[config.mk]
export PLATFORM = sky130hd
export DESIGN_NAME = gyro_frame_parser_yaw_integrator
export DESIGN_NICKNAME = d
export VERILOG_FILES = /design/src/rtl/gfp_pkg.sv /design/src/rtl/gfp_in_stage.sv /design/src/rtl/gfp_parser.sv /design/src/rtl/gfp_integrator.sv /design/src/rtl/gyro_frame_parser_yaw_integrator.sv
export SDC_FILE = /design/constraint.sdc
export NUM_CORES = 1
export LEC_CHECK = 0
export BUFFER_PORTS_ARGS = -buffer_cell sky130_fd_sc_hd__buf_2
export CAP_MARGIN = 40
export CORE_ASPECT_RATIO = 0.6
export CORE_MARGIN = 2
export CORE_UTILIZATION = 25
export CTS_CLUSTER_SIZE = 40
export DETAILED_ROUTE_END_ITERATION = 8
export GPL_TIMING_DRIVEN = 1
export PLACE_DENSITY_LB_ADDON = 0.15
export SLEW_MARGIN = 20
export SYNTH_ARGS = -nofsm -noshare
export SYNTH_HDL_FRONTEND = slang
export SYNTH_SLANG_ARGS = --single-unit
[constraint.sdc]
create_clock -name clk -period 6.2 [get_ports clk]
set_input_delay 0.93 -clock clk [delete_from_list [all_inputs] [get_ports clk]]
set_output_delay 0.93 -clock clk [all_outputs]
set_load 0.05 [all_outputs]
[src/rtl/gfp_pkg.sv]
// Shared types, constants and the CRC byte update for the gyro frame parser.
package gfp_pkg;

  localparam int DefCountWidth = 32;
  localparam int CntOutWidth   = 32;
  localparam int YawWidth      = 48;
  localparam int RateWidth     = 20;

  localparam logic [7:0]  HDR0     = 8'h0A;
  localparam logic [7:0]  HDR1     = 8'h03;
  localparam logic [7:0]  HDR2     = 8'h04;
  localparam logic [15:0] CRC_INIT = 16'hFFFF;
  localparam logic [15:0] CRC_POLY = 16'hA001;

  localparam logic OP_BYTE  = 1'b0;
  localparam logic OP_CLEAR = 1'b1;

  localparam logic [3:0] POS_ANGLE_HI = 4'd3;
  localparam logic [3:0] POS_ANGLE_LO = 4'd4;
  localparam logic [3:0] POS_RATE_HI  = 4'd5;
  localparam logic [3:0] POS_RATE_LO  = 4'd6;
  localparam logic [3:0] POS_CRC_LO   = 4'd7;
  localparam logic [3:0] POS_CRC_HI   = 4'd8;

  typedef enum logic [1:0] {
    PH_HUNT = 2'd0,
    PH_HDR1 = 2'd1,
    PH_HDR2 = 2'd2,
    PH_BODY = 2'd3
  } phase_t;

  // One input beat held in the input register.
  typedef struct packed {
    logic       valid;
    logic       op;
    logic [7:0] data;
  } beat_t;

  // Frame completion reported by the parser to the integrator.
  typedef struct packed {
    logic        done;
    logic        good;
    logic [15:0] angle;
    logic [15:0] rate_raw;
  } frame_t;

  // Modbus CRC16 update over one byte, reflected polynomial.
  function automatic logic [15:0] crc_byte(input logic [15:0] crc_in, input logic [7:0] d);
    logic [15:0] c;
    c = crc_in ^ {8'h00, d};
    for (int b = 0; b < 8; b++) begin
      if (c[0]) begin
        c = (c >> 1) ^ CRC_POLY;
      end else begin
        c = c >> 1;
      end
    end
    return c;
  endfunction

endpackage

[src/rtl/gfp_in_stage.sv]
// Input register stage with stall toward the sender.
module gfp_in_stage
  import gfp_pkg::*;
(
  input  logic       clk,
  input  logic       rst,
  input  logic       in_valid,
  output logic       in_stall,
  input  logic       op,
  input  logic [7:0] rx_byte,
  input  logic       adv,
  output beat_t      beat
);

  logic       accept;
  logic       full;
  logic       held_op;
  logic [7:0] held_data;

  assign in_stall = full && !adv;
  assign accept   = in_valid && !in_stall;
  assign beat     = {full, held_op, held_data};

  always_ff @(posedge clk) begin
    if (rst) begin
      full <= 1'b0;
    end else if (accept) begin
      full <= 1'b1;
    end else if (adv) begin
      full <= 1'b0;
    end
  end

  always_ff @(posedge clk) begin
    if (accept) begin
      held_op   <= op;
      held_data <= rx_byte;
    end
  end

endmodule

[src/rtl/gfp_parser.sv]
// Header hunt, frame byte capture and running CRC check.
module gfp_parser
  import gfp_pkg::*;
(
  input  logic   clk,
  input  logic   rst,
  input  logic   go,
  input  beat_t  beat,
  output frame_t frame
);

  phase_t      phase, phase_next;
  logic [3:0]  pos, pos_next;
  logic [15:0] crc, crc_next;
  logic [15:0] crc_upd;
  logic [15:0] angle;
  logic [15:0] rate_raw;
  logic [7:0]  crc_lo;
  logic        byte_go;

  assign byte_go = go && (beat.op == OP_BYTE);
  assign crc_upd = crc_byte(crc, beat.data);

  always_comb begin
    phase_next = phase;
    if (byte_go) begin
      unique case (phase)
        PH_HUNT: if (beat.data == HDR0) phase_next = PH_HDR1;
        PH_HDR1: phase_next = (beat.data == HDR1) ? PH_HDR2 : PH_HUNT;
        PH_HDR2: phase_next = (beat.data == HDR2) ? PH_BODY : PH_HUNT;
        PH_BODY: if (pos == POS_CRC_HI) phase_next = PH_HUNT;
        default: phase_next = PH_HUNT;
      endcase
    end
  end

  always_comb begin
    pos_next = pos;
    crc_next = crc;
    if (byte_go) begin
      unique case (phase)
        PH_HUNT: crc_next = crc_byte(CRC_INIT, beat.data);
        PH_HDR1: crc_next = crc_upd;
        PH_HDR2: begin
          crc_next = crc_upd;
          pos_next = POS_ANGLE_HI;
        end
        PH_BODY: begin
          pos_next = pos + 4'd1;
          // The header bytes are in the checksum too; of the body, only the angle and rate bytes are.
          if (pos <= POS_RATE_LO) crc_next = crc_upd;
        end
        default: pos_next = pos;
      endcase
    end
  end

  always_ff @(posedge clk) begin
    if (rst) begin
      phase <= PH_HUNT;
      pos   <= 4'd0;
    end else begin
      phase <= phase_next;
      pos   <= pos_next;
    end
  end

  always_ff @(posedge clk) begin
    crc <= crc_next;
    if (byte_go && phase == PH_BODY) begin
      case (pos)
        POS_ANGLE_HI: angle[15:8]    <= beat.data;
        POS_ANGLE_LO: angle[7:0]     <= beat.data;
        POS_RATE_HI:  rate_raw[15:8] <= beat.data;
        POS_RATE_LO:  rate_raw[7:0]  <= beat.data;
        POS_CRC_LO:   crc_lo         <= beat.data;
        default:      crc_lo         <= crc_lo;
      endcase
    end
  end

  always_comb begin
    frame.done     = byte_go && (phase == PH_BODY) && (pos == POS_CRC_HI);
    frame.good     = (crc == {beat.data, crc_lo});
    frame.angle    = angle;
    frame.rate_raw = rate_raw;
  end

endmodule

[src/rtl/gfp_integrator.sv]
// Rate correction, saturating yaw accumulator, counters and result register.
module gfp_integrator
  import gfp_pkg::*;
#(
  parameter int COUNT_WIDTH = DefCountWidth
) (
  input  logic                        clk,
  input  logic                        rst,
  input  logic                        go,
  input  beat_t                       beat,
  input  frame_t                      frame,
  input  logic signed [15:0]          rate_bias,
  input  logic                        out_stall,
  output logic                        out_valid,
  output logic                        frame_status,
  output logic signed [15:0]          angle_value,
  output logic signed [RateWidth-1:0] rate_corrected,
  output logic signed [YawWidth-1:0]  yaw_total,
  output logic [CntOutWidth-1:0]      good_frames,
  output logic [CntOutWidth-1:0]      checksum_errors,
  output logic [CntOutWidth-1:0]      bytes_seen
);

  logic signed [YawWidth-1:0]   yaw_accum, yaw_next;
  logic signed [YawWidth:0]     yaw_sum;
  logic signed [RateWidth-1:0]  rate_x10, rate_adj;
  logic [COUNT_WIDTH-1:0]       good_count, error_count, byte_count;
  logic [COUNT_WIDTH-1:0]       byte_count_next;
  logic [COUNT_WIDTH-1:0]       good_out, err_out, bytes_out;
  logic                         byte_go, clear_go, emit;

  localparam logic signed [YawWidth-1:0] YawMax = {1'b0, {(YawWidth-1){1'b1}}};
  localparam logic signed [YawWidth-1:0] YawMin = {1'b1, {(YawWidth-1){1'b0}}};

  assign byte_go  = go && (beat.op == OP_BYTE);
  assign clear_go = go && (beat.op == OP_CLEAR);
  assign emit     = byte_go && frame.done;

  // Raw rate is in 0.1 dps; times ten by shift and add.
  assign rate_x10 = (RateWidth'(signed'(frame.rate_raw)) <<< 3)
                  + (RateWidth'(signed'(frame.rate_raw)) <<< 1);
  assign rate_adj = rate_x10 - RateWidth'(rate_bias);
  assign yaw_sum  = (YawWidth+1)'(yaw_accum) + (YawWidth+1)'(rate_adj);

  always_comb begin
    if (yaw_sum > (YawWidth+1)'(YawMax)) begin
      yaw_next = YawMax;
    end else if (yaw_sum < (YawWidth+1)'(YawMin)) begin
      yaw_next = YawMin;
    end else begin
      yaw_next = yaw_sum[YawWidth-1:0];
    end
  end

  assign byte_count_next = byte_count + 1'b1;

  always_ff @(posedge clk) begin
    if (rst) begin
      yaw_accum   <= '0;
      good_count  <= '0;
      error_count <= '0;
      byte_count  <= '0;
      out_valid   <= 1'b0;
    end else begin
      if (clear_go) begin
        yaw_accum <= '0;
      end
      if (byte_go) begin
        byte_count <= byte_count_next;
      end
      if (emit) begin
        if (frame.good) begin
          yaw_accum  <= yaw_next;
          good_count <= good_count + 1'b1;
        end else begin
          error_count <= error_count + 1'b1;
        end
        out_valid <= 1'b1;
      end else if (!out_stall) begin
        out_valid <= 1'b0;
      end
    end
  end

  always_ff @(posedge clk) begin
    if (emit) begin
      frame_status <= !frame.good;
      bytes_out    <= byte_count_next;
      if (frame.good) begin
        angle_value    <= frame.angle;
        rate_corrected <= rate_adj;
        yaw_total      <= yaw_next;
        good_out       <= good_count + 1'b1;
        err_out        <= error_count;
      end else begin
        angle_value    <= '0;
        rate_corrected <= '0;
        yaw_total      <= yaw_accum;
        good_out       <= good_count;
        err_out        <= error_count + 1'b1;
      end
    end
  end

  generate
    if (COUNT_WIDTH >= CntOutWidth) begin : g_cnt_trunc
      assign good_frames     = good_out[CntOutWidth-1:0];
      assign checksum_errors = err_out[CntOutWidth-1:0];
      assign bytes_seen      = bytes_out[CntOutWidth-1:0];
    end else begin : g_cnt_ext
      assign good_frames     = CntOutWidth'(good_out);
      assign checksum_errors = CntOutWidth'(err_out);
      assign bytes_seen      = CntOutWidth'(bytes_out);
    end
  endgenerate

endmodule

[src/rtl/gyro_frame_parser_yaw_integrator.sv]
// Top level: serial gyro frame parser with CRC check and yaw integrator.
// Takes one beat per clock cycle, with no gaps needed between beats, while the
// result side does not stall. Each beat is a received byte or a yaw-clear command.
// A result beat comes out of the result register once the byte that completes a
// frame (0A 03 04, angle, rate, CRC16 low/high) has passed the input register. A
// stall on the result side holds the input register, so the sender sees at most
// one beat of slack. The running Modbus CRC advances one byte per cycle as beats
// move on, so the check is ready with the last CRC byte. rate_bias is written through
// the cfg port, which is always ready; write it only while no byte is in flight.
module gyro_frame_parser_yaw_integrator
  import gfp_pkg::*;
#(
  parameter int COUNT_WIDTH = DefCountWidth
) (
  input  logic                        clk,
  input  logic                        rst,
  input  logic                        cfg_valid,
  output logic                        cfg_ready,
  input  logic signed [15:0]          rate_bias,
  input  logic                        in_valid,
  output logic                        in_stall,
  input  logic                        op,
  input  logic [7:0]                  rx_byte,
  output logic                        out_valid,
  input  logic                        out_stall,
  output logic                        frame_status,
  output logic signed [15:0]          angle_value,
  output logic signed [RateWidth-1:0] rate_corrected,
  output logic signed [YawWidth-1:0]  yaw_total,
  output logic [CntOutWidth-1:0]      good_frames,
  output logic [CntOutWidth-1:0]      checksum_errors,
  output logic [CntOutWidth-1:0]      bytes_seen
);

  beat_t              beat;
  frame_t             frame;
  logic               adv;
  logic signed [15:0] bias;

  assign cfg_ready = 1'b1;

  always_ff @(posedge clk) begin
    if (rst) begin
      bias <= '0;
    end else if (cfg_valid && cfg_ready) begin
      bias <= rate_bias;
    end
  end

  // The held beat moves on whenever the result register is free or emptying.
  assign adv = beat.valid && (!out_valid || !out_stall);

  gfp_in_stage u_in (
    .clk      (clk),
    .rst      (rst),
    .in_valid (in_valid),
    .in_stall (in_stall),
    .op       (op),
    .rx_byte  (rx_byte),
    .adv      (adv),
    .beat     (beat)
  );

  gfp_parser u_parser (
    .clk   (clk),
    .rst   (rst),
    .go    (adv),
    .beat  (beat),
    .frame (frame)
  );

  gfp_integrator #(
    .COUNT_WIDTH (COUNT_WIDTH)
  ) u_integ (
    .clk             (clk),
    .rst             (rst),
    .go              (adv),
    .beat            (beat),
    .frame           (frame),
    .rate_bias       (bias),
    .out_stall       (out_stall),
    .out_valid       (out_valid),
    .frame_status    (frame_status),
    .angle_value     (angle_value),
    .rate_corrected  (rate_corrected),
    .yaw_total       (yaw_total),
    .good_frames     (good_frames),
    .checksum_errors (checksum_errors),
    .bytes_seen      (bytes_seen)
  );

`ifndef ASSERT_OFF
  a_stall_needs_beat: assert property (@(posedge clk) disable iff (rst)
    in_stall |-> beat.valid)
    else $error("input stalled with an empty input register");

  a_bad_frame_zero: assert property (@(posedge clk) disable iff (rst)
    (out_valid && frame_status) |-> (angle_value == '0 && rate_corrected == '0))
    else $error("bad frame carries nonzero angle or rate");

  a_result_from_frame: assert property (@(posedge clk) disable iff (rst)
    $rose(out_valid) |-> $past(adv && frame.done))
    else $error("result beat without a completed frame");
`endif

endmodule
==> results of run 1 <==
## flip-flops by register name, summed over array words and instances, names as in the netlist, 20 cells and up
register,count
u_integ.bytes_seen,32
u_integ.good_frames,32
u_integ.yaw_accum,48
u_integ.yaw_total,48
u_integ.error_count,32
u_integ.rate_corrected,20
u_integ.good_count,32
u_integ.checksum_errors,32
u_integ.byte_count,32
## final cells by class
type | count | share of cell area [%]
inverters | 89 | 1.228
clock inverters | 20 | 0.6836
flip-flops and latches | 414 | 38.64
well taps | 1147 | 5.159
multi-input cells | 1534 | 38.63
repair buffers | 427 | 11.04
clock buffers | 65 | 4.615
## synthesized netlist by cell type, types with 15 or more instances
master,number
a21o_1,25
a21oi_1,142
and2_1,45
and3_1,32
buf_2,18
clkbuf_1,52
dfxtp_1,168
edfxtp_1,246
fa_1,17
ha_1,89
inv_1,89
mux2i_1,17
nand2_1,230
nand2b_1,20
nand3_1,45
nand4_1,37
nor2_1,214
nor3_1,27
o211ai_1,16
o21ai_0,119
o21ai_1,19
o21bai_1,15
or3_1,39
xnor2_1,119
xor2_1,140
## worst max-delay path: cells and delay by family (launching register included)
family	cells	cell delay (ps)
compound gates	18	3260
flops	1	410
buf+inv	7	1040
simple gates	2	310
fa+ha+maj	3	940
## stage by stage
step | util, % | area (sq um)
detailed placement | 29.33 | 24980
finish | 32.67 | 27820
global route | 32.67 | 27820
floorplan | - | 21420
CTS | 31.71 | 27000
global placement | 29.28 | 24940
## final timing paths
check,startpoint,endpoint,slack [ps],depth (start not counted)
min reg2reg,u_integ.yaw_accum[5],u_integ.yaw_accum[5],470,2
max reg2reg,u_parser.rate_raw[0],u_integ.yaw_total[45],-80,30
max,u_parser.rate_raw[0],u_integ.yaw_total[45],-80,30
min,u_integ.yaw_accum[5],u_integ.yaw_accum[5],470,2
## logic make-up (layout without fill, tap and decap cells)
group	Yosys count	count (layout)	share of synthesized area (%)
compound gates	408	408	11.75
xor+xnor	260	260	10.68
fa+ha+maj	110	110	6.982
buf+inv	171	601	3.287
flops	414	414	50.25
mux	17	17	0.7953
other cells	1	1	0.01753
simple gates	738	738	16.25
## per-layer routing
metal  vias to the layer above  track usage [%]
met5                         -                0
met4                         0            3.137
met3                        76            2.496
met2                       341            19.02
met1                      8225            24.00
li1                       8228                -
## power groups by stage
stage | registers [W] | logic [W] | clock network, W
after floorplan | 0.00299 | 0.000415 | 0
after global placement | 0.00301 | 0.000668 | 0
after detailed placement | 0.00301 | 0.000668 | 0
after CTS | 0.00295 | 0.000721 | 0.00287
after global routing | 0.00295 | 0.000851 | 0.00297
final | 0.00295 | 0.000778 | 0.00276
## what timing repair did
item | 4_1_cts | 5_1_grt
endpoints found under the setup margin | 96 | 96
resized for setup | 57 | 188
setup buffers | 26 | 8
pin swaps | 32 | 32
cloned | 3 | 5
hold endpoints to repair | 0 | 0
==> impl_metrics.json, run 1 <==
{
  "fmax_mhz": 159.2,
  "syn_to_final_growth_pct": 30.02,
  "rows": 83,
  "synth_top_area_share_pct": 34.53,
  "end_kind": "flip-flop",
  "synth_cells": 2119,
  "vias": 16870,
  "cts_hold_buf": 0,
  "htree_num_levels": 2,
  "start_kind": "flip-flop",
  "yosysTopAreaCell": "edfxtp_1",
  "cp_slowest_cell": "fa_1",
  "nFillCells": 8814,
  "p_int_w": 0.004829,
  "portBuffers": 212,
  "required_ps": 6490,
  "clock_latency_ps": 590,
  "final_common_cell": "edfxtp_1",
  "setup_ws_ps": -82.33,
  "layout.cells.non_filler": 3696,
  "highest_layer": "met4",
  "finalHoldViolCount": 0,
  "synth_ff_type": "edfxtp_1",
  "synth_nets": 2255,
  "worst_slew_pin_slew_ps": 790.3,
  "drc": 0,
  "clkTransAtPathRegs_ps": 70,
  "powerDensity_nw_per_um2": 233.1,
  "fin_tns_setup_ps": -1850,
  "worst-setup-path-type": "reg2reg",
  "synth-edff-count": 246,
  "grt_pass1_wl_mm": 99.02,
  "cpMostUsedCell": "a21o_1",
  "clockPowerShare_pct": 42.5,
  "seq_power_share_pct": 45.5,
  "grt_pass1_vias": 15910,
  "min_path_type": "reg2reg",
  "die_x_um": 381.7,
  "start_util_pct": 25.12,
  "multi_input_area_sq_um": 10750,
  "layout-drive-gt1-share_pct": 26.40,
  "numCtsBuffers": 46,
  "wirelength_mm": 67.59,
  "holdWs_ps": 472.7,
  "relSlewSlack_pct": 47.32,
  "place_inst": 3571,
  "ys_seq_elements": 414,
  "dr_wl_met2_mm": 25.73,
  "ant_nets": 0,
  "total_power_w": 0.006485,
  "cts.sinks": 414,
  "place_ws_ps": -504.3,
  "dieHeight_um": 230.6,
  "vias_per_cell": 4.564,
  "power_leakage_nw": 10.97,
  "met3_length_mm": 3.054,
  "setup_viol": 46,
  "drt_iter0_drc": 1214,
  "die_area_sq_um": 88020,
  "cp_max_fo": 5,
  "slowest_delay_ps": 430,
  "peakVddDrop_mv": 0.1899,
  "p_sw_w": 0.001656,
  "gp_congestion": 0.8412,
  "cts_tree": "yes",
  "dr.pass1.iters": 5,
  "rsz0062_at_grt": "yes",
  "final_cell_mix": "edfxtp_1 (246), nand2_1 (215), buf_2 (211)",
  "n_antenna_cell": 0,
  "root_buffer": "clkbuf_16",
  "final_nets": 2648,
  "drv_cap": 0,
  "wl_met1_mm": 37.72,
  "period_share_pct": 101.3,
  "ys_seq_area_share_pct": 50.25,
  "post_drt_wl_per_cell_um": 18.29,
  "ys_types": 80,
  "hpwl_mm": 48.17,
  "worstPathArrival_ps": 6570,
  "period_needed_ps": 6282,
  "antenna_found_initial": 0,
  "maxSlewViolCount": 0,
  "power_frac_comb_pct": 12.0,
  "grt_max_degree": 84,
  "switching_share_pct": 25.53,
  "overflow": 0,
  "syn-cell-area_sq_um": 21400,
  "clockBufferDepth": 3,
  "grt_usage_pct": 14.56,
  "skew_ps": 27.75,
  "status": "finished with violations",
  "core_area_sq_um": 85160,
  "io_pins": 214,
  "violations": "negative setup slack",
  "ff_latch_area_sq_um": 10750,
  "ys_top_cells_by_area": "edfxtp_1 (35%), dfxtp_1 (16%), xor2_1 (5.7%), ha_1 (5.2%), xnor2_1 (4.9%)",
  "syn_avg_cell_area_sq_um": 10.10,
  "ys.warnings.count": 0,
  "synthArstFlopShare_pct": 0
}
(Power assumes the default switching activity.)
==> run 2, diff against run 1 <==
ABC_AREA = 1   (was not set)
CORE_MARGIN = 10   (was 2)
SLEW_MARGIN = 5   (was 20)
==> run 2 against run 1 <==
Effect of this change:
- the run now ends clean
- total power is 5.3% higher
- wire length is 18% higher
- first-iteration DRC count is 28% higher
- global-route usage is 0.66 points lower
- largest cell class is now multi-input gates
- highest routed layer unchanged
==> impl_metrics.json, run 2 <==
{
  "status": "completed",
  "portBuffers": 212,
  "finalHoldViolCount": 0,
  "synth_ff_type": "edfxtp_1",
  "hpwl_mm": 59.57,
  "clock_latency_ps": 620,
  "die_area_sq_um": 111300,
  "total_power_w": 0.006829,
  "place_area_sq_um": 26850,
  "final_area_sq_um": 28510,
  "drt_iter0_drc": 1558,
  "cts_hold_buf": 0,
  "peakVddDrop_mv": 0.1805,
  "rows": 88,
  "relSlewSlack_pct": 42.02,
  "synth-edff-count": 246,
  "root_buffer": "clkbuf_16",
  "grt_pass1_vias": 18970,
  "required_ps": 6570,
  "numCtsBuffers": 46,
  "place_inst": 4644,
  "core_area_sq_um": 96670,
  "biggestRegsByFlops": "u_integ.yaw_accum (48), u_integ.yaw_total (48)",
  "synth_top_area_share_pct": 30.17,
  "antenna_found_initial": 2,
  "skew_ps": 29.72,
  "dr.pass1.iters": 6,
  "final_cell_mix": "nand2_1 (927), inv_1 (527), nor2_1 (246), edfxtp_1 (246), buf_2 (211)",
  "grt_usage_pct": 13.90,
  "die_x_um": 424.1,
  "clockBufferDepth": 3,
  "layout.cells.non_filler": 4731,
  "grt_max_degree": 139,
  "ys_seq_elements": 414,
  "ys_types": 44,
  "synthArstFlopShare_pct": 0,
  "cp_slowest_cell": "fa_1",
  "vias_per_cell": 4.310,
  "io_pins": 214,
  "final_common_cell": "nand2_1",
  "fin_util_pct": 29.50,
  "ys.warnings.count": 0,
  "cts_tree": "yes",
  "syn_to_final_growth_pct": 16.44,
  "ys_seq_area_share_pct": 43.90,
  "ys_top_cells_by_area": "edfxtp_1 (30%), nand2_1 (14%), dfxtp_1 (14%), inv_1 (8.1%), ha_1 (4.5%)",
  "synth_cells": 3209,
  "syn_avg_cell_area_sq_um": 7.631,
  "vias": 20390,
  "period_share_pct": 90.79,
  "dieHeight_um": 262.4,
  "period_needed_ps": 5629,
  "start_kind": "flip-flop",
  "wirelength_mm": 79.93,
  "drv_cap": 0,
  "post_drt_wl_per_cell_um": 16.89,
  "overflow": 0,
  "end_kind": "flip-flop",
  "slowest_delay_ps": 540,
  "layout-drive-gt1-share_pct": 10.69,
  "worstPathArrival_ps": 5990,
  "cpMostUsedCell": "nand2_1",
  "synth_nets": 3345,
  "post_cts_resized": 0,
  "final_nets": 3523,
  "htree_num_levels": 2,
  "fmax_mhz": 177.7,
  "synth_most_common_cell": "nand2_1",
  "yosysTopAreaCell": "edfxtp_1",
  "powerDensity_nw_per_um2": 239.5,
  "worst-setup-path-type": "reg2reg",
  "cp_max_fo": 29,
  "start_util_pct": 25.33,
  "maxSlewViolCount": 0,
  "min_path_type": "reg2reg",
  "grt_pass1_wl_mm": 122.0,
  "gp_congestion": 0.9090,
  "power_leakage_nw": 13.06,
  "setup_viol": 0,
  "clkTransAtPathRegs_ps": 70,
  "synth_common_cells": "nand2_1 (928), inv_1 (528), nor2_1 (247), edfxtp_1 (246), a21oi_1 (205)",
  "rsz0062_at_grt": "no",
  "syn-cell-area_sq_um": 24490,
  "drc": 0,
  "post_cts_buffers": 0,
  "cts.sinks": 414,
  "ant_nets": 0,
  "fin_tns_setup_ps": 0,
  "worst_slew_pin_slew_ps": 869.7
}
run 2: final cells by class:
class                      instances  area (sq um)
multi-input combinational       2153         11140
tap                             1305          1633
inverter                         538          2028
fill                           10670         68160
antenna                            1         2.502
clock buffer                      65          1368
clock inverter                    21         282.8
sequential                       414         10750
timing repair buffer             234          1315
run 2: critical path, delay by kind of cell (launching register included):
family,cells,cell delay (ps)
AOI/OAI and AO/OA,1,150
and+or+nand+nor,19,2520
buffers and inverters,5,870
DFF,1,320
xor gates and xnor gates,1,230
adders and majority gates,3,1280
run 2: path summary, 6_finish.rpt:
check                       startpoint                     to  slack [ps]  cells after the start
setup / recovery  u_parser.rate_raw[6]  u_integ.yaw_total[14]         570                     29
setup reg to reg  u_parser.rate_raw[6]  u_integ.yaw_total[14]         570                     29
hold reg to reg                bias[1]                bias[1]         460                      2
hold / removal                 bias[1]                bias[1]         460                      2
run 2: logic make-up after synthesis:
| family | after synthesis | synth area share (%) |
|---|---|---|
| flip-flops | 414 | 43.90 |
| other | 1 | 0.01531 |
| adder cells (fa/ha/maj) | 106 | 5.937 |
| buffers and inverters | 642 | 10.79 |
| multiplexers | 1 | 0.04088 |
| AO/OA/AOI/OAI | 439 | 9.314 |
| XOR/XNOR | 151 | 5.401 |
| AND/OR/NAND/NOR | 1455 | 24.61 |
run 2: routing by layer:
layer | GRT usage [%] | up-vias | part of all wire [%]
li1 | - | 10560 | -
met1 | 22.36 | 9356 | 54
met2 | 19.01 | 415 | 39
met3 | 2.362 | 64 | 5.3
met4 | 2.211 | 0 | 1.3
met5 | 0 | - | 0
run 2: where the power goes:
part           switching, W  internal (W)  total (W)
registers         0.0000344       0.00292    0.00295
clock network       0.00126       0.00180    0.00306
logic              0.000559      0.000255   0.000814
run 2: stage by stage:
stage                     worst slack (ps)  hold slack [ps]
after floorplan                       1590            437.3
after global placement               398.2            455.7
after detailed placement             342.3            461.5
after CTS                            304.7            452.3
after global routing                 55.66            467.3
final                                571.2            462.1
==> run 3, diff against run 2 <==
CORE_ASPECT_RATIO = not set   (was 0.6)
==> run 3 against run 2 <==
Effect of this change:
- global-route usage shrank 0.28 points
- critical endpoint is now u_integ.yaw_total[24]
- clock power grew 5%
- combinational power shrank 2.6%
- highest routed layer is now met5
- non-clock buffer count grew 1
- register-to-register slack gained 390 ps
- sequential share of layout area shrank 0.17 points
- core utilization is essentially flat
- final area grew 0.46%
- flip-flop and latch count is the same
==> impl_metrics.json, run 3 (synthesis results as in run 2) <==
{
  "finalHoldViolCount": 0,
  "period_share_pct": 84.42,
  "worst_slew_pin_slew_ps": 867.5,
  "final_nets": 3530,
  "end_kind": "flip-flop",
  "powerDensity_nw_per_um2": 242.7,
  "crit_family": "simple AND/OR/NAND/NOR gates",
  "slowest_delay_ps": 530,
  "period_needed_ps": 5234,
  "root_buffer": "clkbuf_16",
  "start_util_pct": 25.25,
  "timing.critical_path.buf_inv": 6,
  "skew_ps": 30.52,
  "grt_usage_pct": 13.62,
  "status": "completed",
  "grt_pass1_vias": 19890,
  "cts_tree": "yes",
  "cpMostUsedCell": "nand2_1",
  "vias": 20270,
  "clkTransAtPathRegs_ps": 60,
  "peakVddDrop_mv": 0.2219,
  "post_drt_wl_per_cell_um": 16.42,
  "worstPathArrival_ps": 5590,
  "layout-drive-gt1-share_pct": 11.03,
  "grt_max_degree": 110,
  "cp_max_fo": 37,
  "power_leakage_nw": 13.13,
  "clockBufferDepth": 3,
  "die_area_sq_um": 110900,
  "gp_congestion": 0.8987,
  "drv_cap": 0,
  "antenna_found_initial": 9,
  "vias_per_cell": 4.299,
  "rows": 114,
  "die_x_um": 333.0,
  "min_path_type": "reg2reg",
  "htree_num_levels": 2,
  "ant_nets": 0,
  "start_kind": "flip-flop",
  "holdWs_ps": 479.8,
  "dr.pass1.iters": 5,
  "fin_tns_setup_ps": 0,
  "drt_iter0_drc": 1238,
  "numCtsBuffers": 52,
  "cp_slowest_cell": "fa_1",
  "wirelength_mm": 77.45,
  "post_cts_resized": 0,
  "syn_to_final_growth_pct": 16.97,
  "portBuffers": 212,
  "total_power_w": 0.006953,
  "overflow": 0,
  "core_area_sq_um": 96990,
  "cts.sinks": 414,
  "clock_latency_ps": 630,
  "required_ps": 6560,
  "setup_viol": 0,
  "grt_pass1_wl_mm": 119.9,
  "worst-setup-path-type": "reg2reg",
  "dieHeight_um": 333.0,
  "io_pins": 214,
  "post_cts_buffers": 0,
  "relSlewSlack_pct": 42.17,
  "drc": 0,
  "rsz0062_at_grt": "no",
  "hpwl_mm": 57.47,
  "cts_hold_buf": 0,
  "final_common_cell": "nand2_1",
  "fmax_mhz": 191.1,
  "maxSlewViolCount": 0,
  "final_cell_mix": "nand2_1 (927), inv_1 (527), nor2_1 (247)",
  "biggestRegsByFlops": "u_integ.yaw_accum (48), u_integ.yaw_total (48)"
}
run 3: changes by cell type in the layout (fill, tap and decap cells not counted), sizes merged:
cell,before,now
clkbuf,65,69
clkinvlp,1,6
diode,1,3
clkinv,12,16
inv,540,538
buf,234,235
run 3: cell type report:
cell class / instances / area (sq um)
Sequential cell: 414 / 10750
Tap cell: 1276 / 1597
Clock inverter: 28 / 325.3
Antenna cell: 3 / 7.507
Inverter: 538 / 2028
Timing Repair Buffer: 235 / 1336
Fill cell: 10640 / 68350
Clock buffer: 69 / 1478
Multi-Input combinational cell: 2153 / 11120
run 3: where the power goes:
group / switching, W / internal, W
Combinational: 0.000543 / 0.000250
Sequential: 0.0000332 / 0.00292
Clock: 0.00128 / 0.00193
run 3: worst min-delay path: cells and delay by family (launching register included):
kind	cells	cell delay, ps
DFF	1	290
buffers and inverters	1	80
AOI/OAI and AO/OA	1	60
run 3: path summary, 6_finish.rpt:
path                            slack, ps  cells past startpoint                    end                 start
worst max-delay path                  970                     27  u_integ.yaw_total[24]  u_parser.rate_raw[6]
worst min-delay path                  480                      2                bias[2]               bias[2]
worst max register to register        970                     27  u_integ.yaw_total[24]  u_parser.rate_raw[6]
worst min register to register        480                      2                bias[2]               bias[2]
run 3: through the flow:
step / area [sq um] / instances / setup WS, ps / utilization [%]
floorplan: 24490 / 3209 / 1590 / -
CTS: 28640 / 4713 / 891.2 / 29.53
global placement: 26740 / 4610 / 965.0 / 27.57
global route: 28640 / 4714 / 382.7 / 29.53
finish: 28650 / 4716 / 966.1 / 29.53
detailed placement: 26830 / 4616 / 918.8 / 27.67
run 3: metal layers:
metal | vias up | global-route usage [%] | routed length, um
met1 | 9256 | 18.04 | 36280
met4 | 12 | 3.744 | 1726
met5 | - | 0 | 88
li1 | 10540 | - | -
met2 | 370 | 22.05 | 35220
met3 | 93 | 3.058 | 4140
